[config.mk]
export PLATFORM = sky130hd
export DESIGN_NAME = touch_input_debouncer_core
export DESIGN_NICKNAME = d
export VERILOG_FILES = /design/src/sv/tid_pkg.sv /design/src/sv/touch_input_debouncer_core.sv /design/src/sv/tid_cfg_regs.sv /design/src/sv/tid_step.sv
export SDC_FILE = /design/constraint.sdc
export NUM_CORES = 1
export LEC_CHECK = 0
export ABC_CLOCK_PERIOD_IN_PS = 9600
export BUFFER_PORTS_ARGS = -buffer_cell sky130_fd_sc_hd__buf_4
export CAP_MARGIN = 25
export CORE_ASPECT_RATIO = 2
export CORE_UTILIZATION = 55
export DETAILED_ROUTE_END_ITERATION = 6
export PLACE_DENSITY = 0.8
export SKIP_CTS_REPAIR_TIMING = 1
export SLEW_MARGIN = 0
export SYNTH_ARGS = -nofsm -noshare
export SYNTH_HDL_FRONTEND = slang
export SYNTH_SLANG_ARGS = --single-unit
[constraint.sdc]
create_clock -name clk -period 9.6 [get_ports clk]
set_input_delay 1.92 -clock clk [delete_from_list [all_inputs] [get_ports clk]]
set_output_delay 1.92 -clock clk [all_outputs]
set_load 0.05 [all_outputs]
[src/sv/tid_pkg.sv]
`timescale 1ns / 1ps
// Shared types and constants for the touch input debouncer.
// No dependencies; imported by every module of the block.
package tid_pkg;

  localparam int SAMPLE_BITS   = 12;
  localparam int TIME_BITS     = 32;
  localparam int DEBOUNCE_BITS = 16;
  localparam int CFG_DATA_BITS = 16;
  localparam int CFG_IDX_BITS  = 2;

  // Configuration register indexes
  typedef enum logic [CFG_IDX_BITS-1:0] {
    REG_ANALOG_MODE      = 2'd0,
    REG_TOUCH_THRESHOLD  = 2'd1,
    REG_DEBOUNCE_TIME    = 2'd2,
    REG_LEVEL_ACTIVE_LOW = 2'd3
  } cfg_reg_t;

  localparam logic                     RST_ANALOG_MODE      = 1'b0;
  localparam logic [SAMPLE_BITS-1:0]   RST_TOUCH_THRESHOLD  = SAMPLE_BITS'(2048);
  localparam logic [DEBOUNCE_BITS-1:0] RST_DEBOUNCE_TIME    = DEBOUNCE_BITS'(50);
  localparam logic                     RST_LEVEL_ACTIVE_LOW = 1'b1;

  typedef struct packed {
    logic                     analog_mode;
    logic [SAMPLE_BITS-1:0]   touch_threshold;
    logic [DEBOUNCE_BITS-1:0] debounce_time;
    logic                     level_active_low;
  } cfg_t;

  typedef struct packed {
    logic                   started;
    logic [SAMPLE_BITS-1:0] previous_raw;
    logic                   stable_touched;
    logic [TIME_BITS-1:0]   touch_start_time;
    logic [TIME_BITS-1:0]   last_change_time;
    logic                   pending_touch;
    logic                   pending_release;
  } state_t;

  typedef struct packed {
    logic [SAMPLE_BITS-1:0] sample_value;
    logic [TIME_BITS-1:0]   time_ms;
    logic                   ack_touch_flag;
    logic                   ack_release_flag;
  } item_t;

  typedef struct packed {
    logic                   is_touched;
    logic                   touch_event;
    logic                   release_event;
    logic [TIME_BITS-1:0]   held_duration;
    logic [SAMPLE_BITS-1:0] latest_value;
  } result_t;

endpackage

[src/sv/touch_input_debouncer_core.sv]
`timescale 1ns / 1ps
// Touch input debouncer top level: input register, step logic, result register.
// Depends on tid_pkg, tid_cfg_regs and tid_step.

// Debounces one touch sensor, one timestamped sample per transfer, and gives
// exactly one result per sample. Throughput is one sample per clock while
// out_stall is low: the whole debounce step (threshold or level compare,
// raw-change check, one elapsed-time subtract and compare, duration subtract)
// sits between the input register and the result register, and the debounce
// state updates in the same cycle the result is loaded, so the next sample
// sees it. out_valid rises once the item has moved from the input register
// into the result register. While a result waits on out_stall the input
// register can still take one sample; in_stall rises only when both
// registers are full and the result is stalled.
// The first sample after reset only seeds the state. Configuration writes
// (cfg_write/cfg_index/cfg_data) take effect on the next processed sample
// and should only be issued while no sample is in flight.
module touch_input_debouncer_core (
  input  logic                               clk,
  input  logic                               rst,
  // configuration write port
  input  logic                               cfg_write,
  input  logic [tid_pkg::CFG_IDX_BITS-1:0]   cfg_index,
  input  logic [tid_pkg::CFG_DATA_BITS-1:0]  cfg_data,
  // sample channel
  input  logic                               in_valid,
  output logic                               in_stall,
  input  logic [tid_pkg::SAMPLE_BITS-1:0]    sample_value,
  input  logic [tid_pkg::TIME_BITS-1:0]      time_ms,
  input  logic                               ack_touch_flag,
  input  logic                               ack_release_flag,
  // result channel
  output logic                               out_valid,
  input  logic                               out_stall,
  output logic                               is_touched,
  output logic                               touch_event,
  output logic                               release_event,
  output logic [tid_pkg::TIME_BITS-1:0]      held_duration,
  output logic [tid_pkg::SAMPLE_BITS-1:0]    latest_value
);
  import tid_pkg::*;

  cfg_t    cfg;
  state_t  state;
  state_t  state_next;
  item_t   item;
  result_t result;
  result_t res;

  logic in_full;
  logic advance;
  logic in_take;

  tid_cfg_regs u_cfg (
    .clk       (clk),
    .rst       (rst),
    .cfg_write (cfg_write),
    .cfg_index (cfg_index),
    .cfg_data  (cfg_data),
    .cfg       (cfg)
  );

  tid_step u_step (
    .cfg        (cfg),
    .state      (state),
    .item       (item),
    .state_next (state_next),
    .result     (result)
  );

  // item moves to the result register when that register is empty or draining
  assign advance  = in_full && (!out_valid || !out_stall);
  assign in_stall = in_full && !advance;
  assign in_take  = in_valid && !in_stall;

  // input register
  always_ff @(posedge clk) begin
    if (rst) begin
      in_full <= 1'b0;
    end else if (in_take) begin
      in_full <= 1'b1;
    end else if (advance) begin
      in_full <= 1'b0;
    end
  end

  always_ff @(posedge clk) begin
    if (in_take) begin
      item.sample_value     <= sample_value;
      item.time_ms          <= time_ms;
      item.ack_touch_flag   <= ack_touch_flag;
      item.ack_release_flag <= ack_release_flag;
    end
  end

  // debounce state, committed as the item leaves the input register
  always_ff @(posedge clk) begin
    if (rst) begin
      state <= '0;
    end else if (advance) begin
      state <= state_next;
    end
  end

  // result register
  always_ff @(posedge clk) begin
    if (rst) begin
      out_valid <= 1'b0;
    end else if (advance) begin
      out_valid <= 1'b1;
    end else if (!out_stall) begin
      out_valid <= 1'b0;
    end
  end

  always_ff @(posedge clk) begin
    if (advance) begin
      res <= result;
    end
  end

  assign is_touched    = res.is_touched;
  assign touch_event   = res.touch_event;
  assign release_event = res.release_event;
  assign held_duration = res.held_duration;
  assign latest_value  = res.latest_value;

  // once seeded, the state stays seeded until reset
  a_started_sticks: assert property (@(posedge clk) disable iff (rst)
    state.started |=> state.started)
    else $error("debounce state lost its started mark");

  // released state always carries a cleared touch start time
  a_release_clears_start: assert property (@(posedge clk) disable iff (rst)
    !state.stable_touched |-> state.touch_start_time == '0)
    else $error("touch start time nonzero while released");

  // an advancing item always lands in the result register
  a_advance_loads: assert property (@(posedge clk) disable iff (rst)
    advance |=> out_valid)
    else $error("result register not loaded after advance");

  // back-pressure only with a full input register behind a stalled result
  a_stall_cause: assert property (@(posedge clk) disable iff (rst)
    in_stall |-> (in_full && out_valid && out_stall))
    else $error("input stalled without a stalled result");

  // released results report zero duration
  a_zero_duration: assert property (@(posedge clk) disable iff (rst)
    (out_valid && !is_touched) |-> held_duration == '0)
    else $error("nonzero duration on a released result");

endmodule

[src/sv/tid_cfg_regs.sv]
`timescale 1ns / 1ps
// Configuration register file for the touch input debouncer.
// Depends on tid_pkg.
module tid_cfg_regs (
  input  logic                                clk,
  input  logic                                rst,
  input  logic                                cfg_write,
  input  logic [tid_pkg::CFG_IDX_BITS-1:0]    cfg_index,
  input  logic [tid_pkg::CFG_DATA_BITS-1:0]   cfg_data,
  output tid_pkg::cfg_t                       cfg
);
  import tid_pkg::*;

  cfg_t cfg_next;

  always_comb begin
    cfg_next = cfg;
    if (cfg_write) begin
      case (cfg_reg_t'(cfg_index))
        REG_ANALOG_MODE:      cfg_next.analog_mode      = cfg_data[0];
        REG_TOUCH_THRESHOLD:  cfg_next.touch_threshold  = cfg_data[SAMPLE_BITS-1:0];
        REG_DEBOUNCE_TIME:    cfg_next.debounce_time    = cfg_data[DEBOUNCE_BITS-1:0];
        REG_LEVEL_ACTIVE_LOW: cfg_next.level_active_low = cfg_data[0];
        default:              cfg_next = cfg;
      endcase
    end
  end

  always_ff @(posedge clk) begin
    if (rst) begin
      cfg.analog_mode      <= RST_ANALOG_MODE;
      cfg.touch_threshold  <= RST_TOUCH_THRESHOLD;
      cfg.debounce_time    <= RST_DEBOUNCE_TIME;
      cfg.level_active_low <= RST_LEVEL_ACTIVE_LOW;
    end else begin
      cfg <= cfg_next;
    end
  end

endmodule

[src/sv/tid_step.sv]
`timescale 1ns / 1ps
// Per-sample debounce step: next state and result from one registered item.
// Depends on tid_pkg.
module tid_step (
  input  tid_pkg::cfg_t    cfg,
  input  tid_pkg::state_t  state,
  input  tid_pkg::item_t   item,
  output tid_pkg::state_t  state_next,
  output tid_pkg::result_t result
);
  import tid_pkg::*;

  logic                 touched;
  logic [TIME_BITS-1:0] elapsed;
  logic                 settled;
  state_t               upd;

  always_comb begin
    if (cfg.analog_mode) begin
      touched = item.sample_value > cfg.touch_threshold;
    end else if (cfg.level_active_low) begin
      touched = item.sample_value == '0;
    end else begin
      touched = item.sample_value == SAMPLE_BITS'(1);
    end
  end

  assign elapsed = item.time_ms - state.last_change_time;
  assign settled = elapsed >= TIME_BITS'(cfg.debounce_time);

  always_comb begin
    upd = state;
    if (!state.started) begin
      upd.started          = 1'b1;
      upd.previous_raw     = item.sample_value;
      upd.stable_touched   = touched;
      upd.touch_start_time = touched ? item.time_ms : '0;
      upd.last_change_time = item.time_ms;
      upd.pending_touch    = 1'b0;
      upd.pending_release  = 1'b0;
    end else if (item.sample_value != state.previous_raw) begin
      upd.last_change_time = item.time_ms;
      upd.previous_raw     = item.sample_value;
      // rising edge of the raw reading takes effect immediately
      if (touched && !state.stable_touched) begin
        upd.pending_touch    = 1'b1;
        upd.stable_touched   = 1'b1;
        upd.touch_start_time = item.time_ms;
      end
    end else if (settled && (touched != state.stable_touched)) begin
      if (touched) begin
        upd.pending_touch    = 1'b1;
        upd.touch_start_time = item.time_ms;
      end else begin
        upd.pending_release  = 1'b1;
        upd.touch_start_time = '0;
      end
      upd.stable_touched = touched;
    end
  end

  always_comb begin
    result.is_touched    = upd.stable_touched;
    result.touch_event   = upd.pending_touch;
    result.release_event = upd.pending_release;
    result.held_duration = upd.stable_touched ? (item.time_ms - upd.touch_start_time) : '0;
    result.latest_value  = item.sample_value;

    state_next                 = upd;
    state_next.pending_touch   = upd.pending_touch & ~item.ack_touch_flag;
    state_next.pending_release = upd.pending_release & ~item.ack_release_flag;
  end

endmodule
After elaboration in Yosys (flattened, before gate mapping)
Index checks and enable logic that the tools add are counted.
{"block": "word_totals", "reg_bits": 205, "input_bits": 69, "output_inout_bits": 49, "wordCells": 76}
{"block": "op_classes", "add_sub_neg": 2, "order_cmp": 2, "eq_ne": 8, "mux": 19, "n_bitwise": 4, "reduce_logical": 19}
{"cell": "$mux 33", "count": 3}
{"cell": "$mux 79", "count": 1}
{"cell": "$mux 32", "count": 2}
{"cell": "$sub 32x32->32", "count": 2}
{"cell": "$ge 32x16->1", "count": 1}
{"cell": "$eq 12x1->1 const B", "count": 1}
{"cell": "$gt 12x12->1", "count": 1}
{"cell": "$logic_not 12->1", "count": 1}
{"cell": "$mux 12", "count": 1}
{"cell": "$ne 12x12->1", "count": 1}
{"cell": "$mux 1", "count": 11}
{"cell": "$reduce_and 2->1", "count": 5}
{"cell": "$logic_and 1x1->1", "count": 5}
{"cell": "$logic_not 1->1", "count": 5}
{"cell": "$eq 2x2->1 const B", "count": 2}
{"cell": "$ne 2x1->1 const B", "count": 2}
{"cell": "$and 1x1->1", "count": 2}
{"cell": "$eq 2x1->1 const B", "count": 1}
{"cell": "$logic_not 2->1", "count": 1}
{"cell": "$mux 2", "count": 1}
{"cell": "$not 1->1", "count": 2}
{"cell": "$reduce_bool 2->1", "count": 1}
{"cell": "$logic_or 1x1->1", "count": 1}
{"cell": "$ne 1x1->1", "count": 1}

Longest topological paths before layout
Gate-level depths: netlist of the first run.
{"block": "logic_depth", "ltp_word": 9, "depth_mapped": 36}

By module
From an unflattened synthesis of the first run, not the netlist that was laid out.
{"block": "hier_totals", "cells_unflattened": 1628, "hier_area_um2": 14736.6}
{"mod": "tid_step", "instances": 1, "cells_each": 1054, "area_per_inst_um2": 6909.1, "seq_area_each_um2": 0.0}
{"mod": "touch_input_debouncer_core", "instances": 1, "cells_each": 450, "area_per_inst_um2": 6541.3, "seq_area_each_um2": 4434.3}
{"mod": "tid_cfg_regs", "instances": 1, "cells_each": 124, "area_per_inst_um2": 1286.2, "seq_area_each_um2": 600.6}

Worst setup path after synthesis of the first run
OpenSTA, ideal clock, no wires.
{"block": "synth_path", "path_type": "register -> register", "start": "register item[9] (netlist name)", "end": "register res, in the netlist held_duration[26], data pin", "setup_ns": 0.207, "arrival_time_ns": 8.060, "t_required_ns": 9.393, "setup_slack_ns": 1.333, "path_stages_with_launch": 34, "path_buffers": 2, "period_less_slack_ns": 8.267, "cell_sequence": "edfxtp_1 ha_1 and3_1 and3_1 a211oi_2 o21a_1 o21ai_0 xor2_1 ha_1 a21o_1 a21oi_1 o22a_1 nand4_1 or4_1 or4_4 o41ai_4 and2_1 buf_2 buf_2 a32oi_1 nand2_1 ha_1 inv_1 fa_1 a21o_1 a21oi_1 o21bai_1 a311o_1 o2bb2ai_1 o41ai_1 nor3b_1 or3_1 and3_1 a2111oi_0"}
{"element": "to (signal assigned)", "line": "touch_input_debouncer_core.sv:118", "source": "res <= result;"}
{"element": "to (decl)", "line": "touch_input_debouncer_core.sv:48", "source": "result_t res;"}

==> results of run 1 <==
[worst paths after layout]
check	from	to	slack, ns	depth (start not counted)
worst min-delay path	u_cfg.cfg[11]	u_cfg.cfg[11]	0.45	2
worst max-delay path	item[3]	held_duration[26]	0.40	33
worst max register to register	item[3]	held_duration[26]	0.40	33
worst min register to register	u_cfg.cfg[11]	u_cfg.cfg[11]	0.45	2
[layout by cell type, fill, tap and decap left out, types with 20 or more instances in the layout]
| cell type | instances |
|---|---|
| and2_1 | 33 |
| nand3_1 | 24 |
| o21a_1 | 20 |
| dfxtp_1 | 112 |
| inv_1 | 75 |
| ha_1 | 92 |
| buf_4 | 136 |
| o21ai_0 | 34 |
| nand4_1 | 23 |
| a32o_1 | 31 |
| xnor2_1 | 40 |
| a21oi_1 | 170 |
| a21o_1 | 29 |
| clkbuf_16 | 21 |
| a22o_1 | 32 |
| edfxtp_1 | 93 |
| nor2_1 | 65 |
| nand2_1 | 194 |
[critical path: cells and delay by family (launching register included)]
kind / cells / cell delay, ns
AOI/OAI and AO/OA: 16 / 3.96
buffers and inverters: 3 / 0.43
and+or+nand+nor: 9 / 2.59
adders and majority gates: 4 / 1.18
xor gates and xnor gates: 1 / 0.22
DFF: 1 / 0.54
[state kept, by name (all words and copies together) (netlist names), 12 cells and up]
name	cells
state	80
latest_value	12
item	46
u_cfg.cfg	30
held_duration	32
[final cells by class]
class / count / area, µm²
fillers: 1895 / 8030
multi-input cells: 1023 / 6790
flip-flops and latches: 205 / 5030
repair buffers: 137 / 1050
clock buffers: 27 / 559
well taps: 276 / 345
inverters: 77 / 289
clock inverters: 9 / 58.8
[synth_stat cells (9+ instances only)]
master / n
a22o_1: 32
dfxtp_1: 112
nand4_1: 23
nor2_1: 67
xnor2_1: 40
nor2b_1: 11
ha_1: 92
nor3_1: 19
nand2b_1: 10
a21o_1: 29
a31oi_1: 9
buf_2: 16
o21bai_1: 11
a21oi_1: 170
nand3_1: 24
nand2_1: 194
and2_1: 33
o21a_1: 20
edfxtp_1: 93
a32o_1: 31
xor2_1: 14
o21ai_0: 35
nor4_1: 14
inv_1: 76
clkbuf_1: 44
[per-layer routing]
metal,vias up,wire length [µm],GRT usage
met5,-,0,0
met4,0,3210,0.247
met3,174,1640,0.0377
met2,451,20900,0.639
met1,5259,12600,0.311
li1,5222,-,-
[per-stage QoR]
stage                     utilization  cells  total power [W]
final                           0.637   1754          0.00226
after global routing            0.637   1754          0.00234
after CTS                       0.637   1753          0.00225
after detailed placement        0.609   1717          0.00150
after global placement          0.608   1716          0.00149
after floorplan                     -   1374          0.00133
[power breakdown]
part | leakage, nW | internal [W] | total (W) | switching [W]
combinational | 3.21 | 0.000182 | 0.000506 | 0.000324
clock | 0.303 | 0.000413 | 0.000763 | 0.000350
sequential | 1.82 | 0.000954 | 0.000989 | 0.0000350
[logic make-up after synthesis]
kind of cell | share of synthesized area
AO/OA/AOI/OAI | 0.237
AND/OR/NAND/NOR | 0.168
adder cells (fa/ha/maj) | 0.0960
buffers and inverters | 0.0497
flip-flops | 0.406
XOR/XNOR | 0.0381
multiplexers | 0.00484
==> impl_metrics.tcl, run 1 <==
set metrics [dict create \
    dpl_worst_slack_ns 0.509 \
    synth_seq_area_share 0.406 \
    hold_ws_ns 0.454 \
    synth_top_area_cell "edfxtp_1" \
    drv_slew 0 \
    fin_nets 1627 \
    gr-total-overflow 0 \
    hold_path_class "flop to flop" \
    power_density_nw_per_um2 160 \
    grt_pass1_vias 11257 \
    arrival_ns 9.48 \
    synth_edf_count 93 \
    ioPinCount 118 \
    crit_type "flop to flop" \
    fin_crit_sh 0.958 \
    maxCapViolations 0 \
    grt_use_total 0.334 \
    die-area_um2 23200 \
    rows 77 \
    async_flop_share 0 \
    drc 1 \
    hpwl_um 29500 \
    synth.avg_cell_area_um2 9.03 \
    die_h_um 214 \
    yosysWarnings 0 \
    fin_area_um2 14100 \
    ir_drop_uv 175 \
    cts.sinks 205 \
    gp_congestion 0.999 \
    rsz0062_at_grt "false" \
    ant_nets 0 \
    routed_wl_um 38400 \
    port_buffers 117 \
    fin_ws_ns 0.405 \
    cts_made_buffers 20 \
    fin_worst_skew_ns 0.0247 \
    tns_ns 0 \
    syn_to_final_growth_pct 13.8 \
    p_leak_nw 5.33 \
    ys_types 79 \
    layout-drive-gt1-share 0.128 \
    end_kind "flop" \
    fin_crit_ns 9.20 \
    worstSkewPairLatency_ns 0.53 \
    placed_area_um2 13500 \
    maxSlewHeadroom 0.395 \
    cts_tree "done" \
    viasPerCell 6.33 \
    fmax_mhz 109 \
    grt_antenna_before_repair 0 \
    max_stage_delay_ns 0.54 \
    violations "design-rule violations" \
    antenna_cells 0 \
    drt-wirelength-per-cell_um 21.9 \
    syn_nets 1537 \
    synth_flop_cell "dfxtp_1" \
    grt_max_degree 84 \
    core-area_um2 22200 \
    setup_viol 0 \
    worstPathRequired_ns 9.88 \
    ys_ff_latch 205 \
    cts-htree-levels 1 \
    slowest_stage "edfxtp_1" \
    cpMostUsedCell "ha_1" \
    drt_pass1_iterations 7 \
    outcome "finished, violations left" \
    root_buffer "clkbuf_16" \
    hold_violations 0 \
    cp-start-kind "flop" \
    grt_pass1_wl_um 59300 \
    vias 11106 \
    synth.top_cell.area_share 0.225 \
    first_iter_violations 863 \
    synth_area_um2 12400 \
    cts.clk_slew.worst_paths_ns 0.07 \
    floorplan.initialDensity 0.560 \
    crit_fanout 8 \
    syn-instance-count 1374 \
    die_w_um 108 \
    synth.area.top_cells "edfxtp_1 23%, dfxtp_1 18%, ha_1 9.3%" \
    clockBufferDepth 3 \
    tightestPinTransition_ns 0.907 \
]
Power figures use the tool's default switching activity.
==> run 2, diff against run 1 <==
--- a/config.mk
+++ b/config.mk
@@ -11,7 +11,7 @@
 export CORE_ASPECT_RATIO = 2
 export CORE_UTILIZATION = 55
 export DETAILED_ROUTE_END_ITERATION = 6
-export PLACE_DENSITY = 0.8
+export PLACE_DENSITY = 0.75
 export SKIP_CTS_REPAIR_TIMING = 1
 export SLEW_MARGIN = 0
 export SYNTH_ARGS = -nofsm -noshare
==> impl_metrics.tcl, run 2 (synthesis gave the netlist of run 1 again) <==
set metrics [dict create \
    sw_frac_of_total 0.308 \
    cts-htree-levels 1 \
    ir_drop_uv 171 \
    cts.sinks 205 \
    fin_cells 1759 \
    mostFrequentLayoutCell "nand2_1" \
    tns_ns 0 \
    worstPathRequired_ns 9.88 \
    fin_nets 1632 \
    floorplan.initialDensity 0.560 \
    grt_use_total 0.341 \
    drc 0 \
    intPower_w 0.00160 \
    use_met1 0.327 \
    core-area_um2 22200 \
    fin_crit_sh 0.950 \
    final_cell_mix "194 x nand2_1, 170 x a21oi_1, 142 x buf_4" \
    max_stage_delay_ns 0.57 \
    routed_wl_um 39100 \
    die_h_um 214 \
    fin_worst_skew_ns 0.0108 \
    rsz0062_at_grt "false" \
    arrival_ns 9.41 \
    crit_type "flop to flop" \
    grt_max_degree 84 \
    port_buffers 117 \
    crit_fanout 7 \
    power_density_nw_per_um2 163 \
    maxCapViolations 0 \
    grt_pass1_wl_um 59900 \
    ioPinCount 118 \
    hold_violations 0 \
    hold_path_startpoint "u_cfg.cfg[16]" \
    cts.clk_slew.worst_paths_ns 0.06 \
    drt_pass1_iterations 5 \
    met3_usage 0.0422 \
    combPwrFrac 0.221 \
    die_w_um 108 \
    root_buffer "clkbuf_16" \
    layout-drive-gt1-share 0.135 \
    crit_start "item[10]" \
    drt-wirelength-per-cell_um 22.2 \
    hpwl_um 29600 \
    gr-total-overflow 0 \
    p_leak_nw 5.38 \
    pwr-share-clk 0.353 \
    first_iter_violations 717 \
    die-area_um2 23200 \
    grt_pass1_vias 11139 \
    setup_viol 0 \
    gp_congestion 0.967 \
    viasPerCell 6.29 \
    clockBufferDepth 3 \
    fin_crit_ns 9.12 \
    hold_path_class "flop to flop" \
    p_sw_w 0.000714 \
    rows 77 \
    tightestPinTransition_ns 1.04 \
    grt_util_met2 0.636 \
    fmax_mhz 110 \
    cts_tree "done" \
    r2r-start "item[10]" \
    hold_ws_ns 0.455 \
    outcome "complete, no violations" \
    dp.cells 1722 \
    antenna_cells 0 \
    top_register "state" \
    slowest_stage "or4_1" \
    ant_nets 0 \
    largest_reg_flops 80 \
    seqPwrFrac 0.426 \
    cp-start-kind "flop" \
    syn_to_final_growth_pct 14.5 \
    maxSlewHeadroom 0.304 \
    grt_antenna_before_repair 0 \
    top_usage_layer "met2" \
    vias 11063 \
    worstSkewPairLatency_ns 0.52 \
    cts_made_buffers 20 \
    drv_slew 0 \
    end_kind "flop" \
]
-- run 2: worst paths after layout --
kind	to	slack [ns]	cells past startpoint
hold / removal	u_cfg.cfg[16]	0.45	2
setup reg to reg	held_duration[26]	0.48	32
setup / recovery	held_duration[26]	0.48	32
hold reg to reg	u_cfg.cfg[16]	0.45	2
-- run 2: per-layer routing --
metal	routed length, µm	share of wire
met5	0	0
met4	3200	0.082
met3	1490	0.038
met2	21200	0.54
met1	13200	0.34
-- run 2: metrics by stage --
step                total power (W)  utilization  instance area (µm²)  worst slack, ns
floorplan                   0.00133            -                12400             1.33
global placement            0.00150        0.610                13500            0.745
global route                0.00240        0.641                14200           0.0538
CTS                         0.00232        0.640                14200            0.343
detailed placement          0.00151        0.610                13500            0.348
finish                      0.00232        0.641                14200            0.477
-- run 2: critical path: cells and delay by family (launching register included) --
kind | cells | cell delay (ns)
XOR/XNOR | 1 | 0.22
flip-flops | 1 | 0.49
AO/OA/AOI/OAI | 15 | 3.92
adder cells (fa/ha/maj) | 4 | 1.30
AND/OR/NAND/NOR | 10 | 2.69
buffers and inverters | 2 | 0.25
-- run 2: layout make-up --
class                   instances  area [µm²]
fillers                      1877        7950
multi-input cells            1023        6800
flip-flops and latches        205        5030
repair buffers                142        1070
clock buffers                  24         547
well taps                     276         345
inverters                      77         289
clock inverters                12         131
-- run 2: power groups by stage --
stage               combinational, W  sequential, W  clock (W)
finish                      0.000511       0.000988   0.000819
global placement            0.000494        0.00101          0
detailed placement          0.000500        0.00101          0
floorplan                   0.000306        0.00103          0
global route                0.000552       0.000991   0.000856
CTS                         0.000503       0.000987   0.000827
==> run 3, diff against run 2 <==
--- a/config.mk
+++ b/config.mk
@@ -12,6 +12,7 @@
 export CORE_UTILIZATION = 55
 export DETAILED_ROUTE_END_ITERATION = 6
 export PLACE_DENSITY = 0.75
+export RECOVER_POWER = 50
 export SKIP_CTS_REPAIR_TIMING = 1
 export SLEW_MARGIN = 0
 export SYNTH_ARGS = -nofsm -noshare
==> impl_metrics.tcl, run 3 (synthesis gave the netlist of run 1 again) <==
set metrics [dict create \
    p_leak_nw 5.22 \
    mostFrequentLayoutCell "nand2_1" \
    r2r-end "held_duration[26]" \
    fillerInstances 1911 \
    arrival_ns 9.42 \
    maxCapViolations 2 \
    grt_antenna_before_repair 0 \
    placed_area_um2 13500 \
    die-area_um2 23200 \
    slowest_stage "or4_1" \
    setup_viol 0 \
    core-area_um2 22200 \
    cts.clk_slew.worst_paths_ns 0.06 \
    viasPerCell 6.31 \
    r2r-start "item[8]" \
    violations "max-capacitance violations, max-slew violations" \
    fin_worst_skew_ns 0.00993 \
    drt_pass1_iterations 5 \
    floorplan.initialDensity 0.560 \
    tns_ns 0 \
    ioPinCount 118 \
    rr_worst_depth 32 \
    grt_pass1_vias 11139 \
    multiInputGateArea_um2 6800 \
    grt_use_total 0.341 \
    power_density_nw_per_um2 165 \
    cts-htree-levels 1 \
    worstPathRequired_ns 9.89 \
    final_cell_mix "194 x nand2_1, 170 x a21oi_1, 112 x dfxtp_1" \
    fin_crit_sh 0.951 \
    layout-drive-gt1-share 0.107 \
    fin_area_um2 14100 \
    cts.sinks 205 \
    fin_cells 1759 \
    top_register "state" \
    gp_congestion 0.967 \
    drt-wirelength-per-cell_um 22.2 \
    outcome "finished, violations left" \
    seq_area_um2 5030 \
    drv_slew 131 \
    tightestPinTransition_ns 3.85 \
    die_w_um 108 \
    grt_pass1_wl_um 59900 \
    hold_violations 0 \
    first_iter_violations 759 \
    gr-total-overflow 0 \
    rrSetupSlack_ns 0.47 \
    maxSlewHeadroom -1.57 \
    fmax_mhz 110 \
    cts_tree "done" \
    grt_max_degree 84 \
    crit_type "flop to flop" \
    cts_made_buffers 20 \
    ant_nets 0 \
    antenna_cells 0 \
    vias 11100 \
    hold_path_class "flop to flop" \
    max_stage_delay_ns 0.57 \
    ir_drop_uv 172 \
    largest_reg_flops 80 \
    dp.cells 1722 \
    worstSkewPairLatency_ns 0.52 \
    hold_path_startpoint "u_cfg.cfg[16]" \
    port_buffers 117 \
    cp-start-kind "flop" \
    crit_fanout 8 \
    holdPathStages 2 \
    drc 0 \
    routed_wl_um 39000 \
    root_buffer "clkbuf_16" \
    rows 77 \
    clockBufferDepth 3 \
    hpwl_um 29600 \
    die_h_um 214 \
    fin_nets 1632 \
    rsz0062_at_grt "false" \
    end_kind "flop" \
    syn_to_final_growth_pct 13.2 \
    min_to "u_cfg.cfg[16]" \
    fin_crit_ns 9.13 \
    hold_ws_ns 0.455 \
]
==> run 3: where the power goes <==
| part | total, W | internal [W] | switching (W) |
|---|---|---|---|
| clock network | 0.000820 | 0.000466 | 0.000354 |
| registers | 0.000988 | 0.000955 | 0.0000337 |
| logic | 0.000504 | 0.000177 | 0.000326 |
| total | 0.00231 | 0.00160 | 0.000715 |
==> run 3: metal layers <==
layer	share of wire	up-vias	GRT usage	routed length, µm
li1	-	5228	-	-
met1	0.34	5321	0.327	13200
met2	0.54	403	0.636	21100
met3	0.041	148	0.0422	1600
met4	0.081	0	0.258	3170
met5	0	-	0	0
==> run 3: worst max-delay path by stage <==
stage                             end  depth (start not counted)     from
floorplan           held_duration[26]                         33  item[9]
global placement    held_duration[26]                         34  item[2]
detailed placement  held_duration[26]                         34  item[2]
CTS                 held_duration[26]                         34  item[2]
global route        held_duration[26]                         34  item[2]
finish              held_duration[26]                         32  item[8]
==> run 3: per-stage QoR <==
step / util / power, W / setup WS [ns]
after floorplan: - / 0.00133 / 1.33
after global placement: 0.610 / 0.00150 / 0.745
after detailed placement: 0.610 / 0.00151 / 0.348
after CTS: 0.640 / 0.00232 / 0.343
after global routing: 0.634 / 0.00239 / 0.0538
final: 0.634 / 0.00231 / 0.471
==> run 3: final cells by class <==
type	instances	share of cell area
Inverter	77	0.0206
Clock inverter	12	0.00935
Sequential cell	205	0.358
Tap cell	276	0.0246
Clock buffer	24	0.0389
Multi-Input combinational cell	1023	0.484
Timing Repair Buffer	142	0.0646
==> run 3: worst max-delay path: cells and delay by family (launching register included) <==
family,cells,cell delay (ns)
AOI/OAI and AO/OA,17,4.25
xor gates and xnor gates,1,0.24
adders and majority gates,4,1.33
buffers and inverters,2,0.25
DFF,1,0.51
and+or+nand+nor,8,2.28
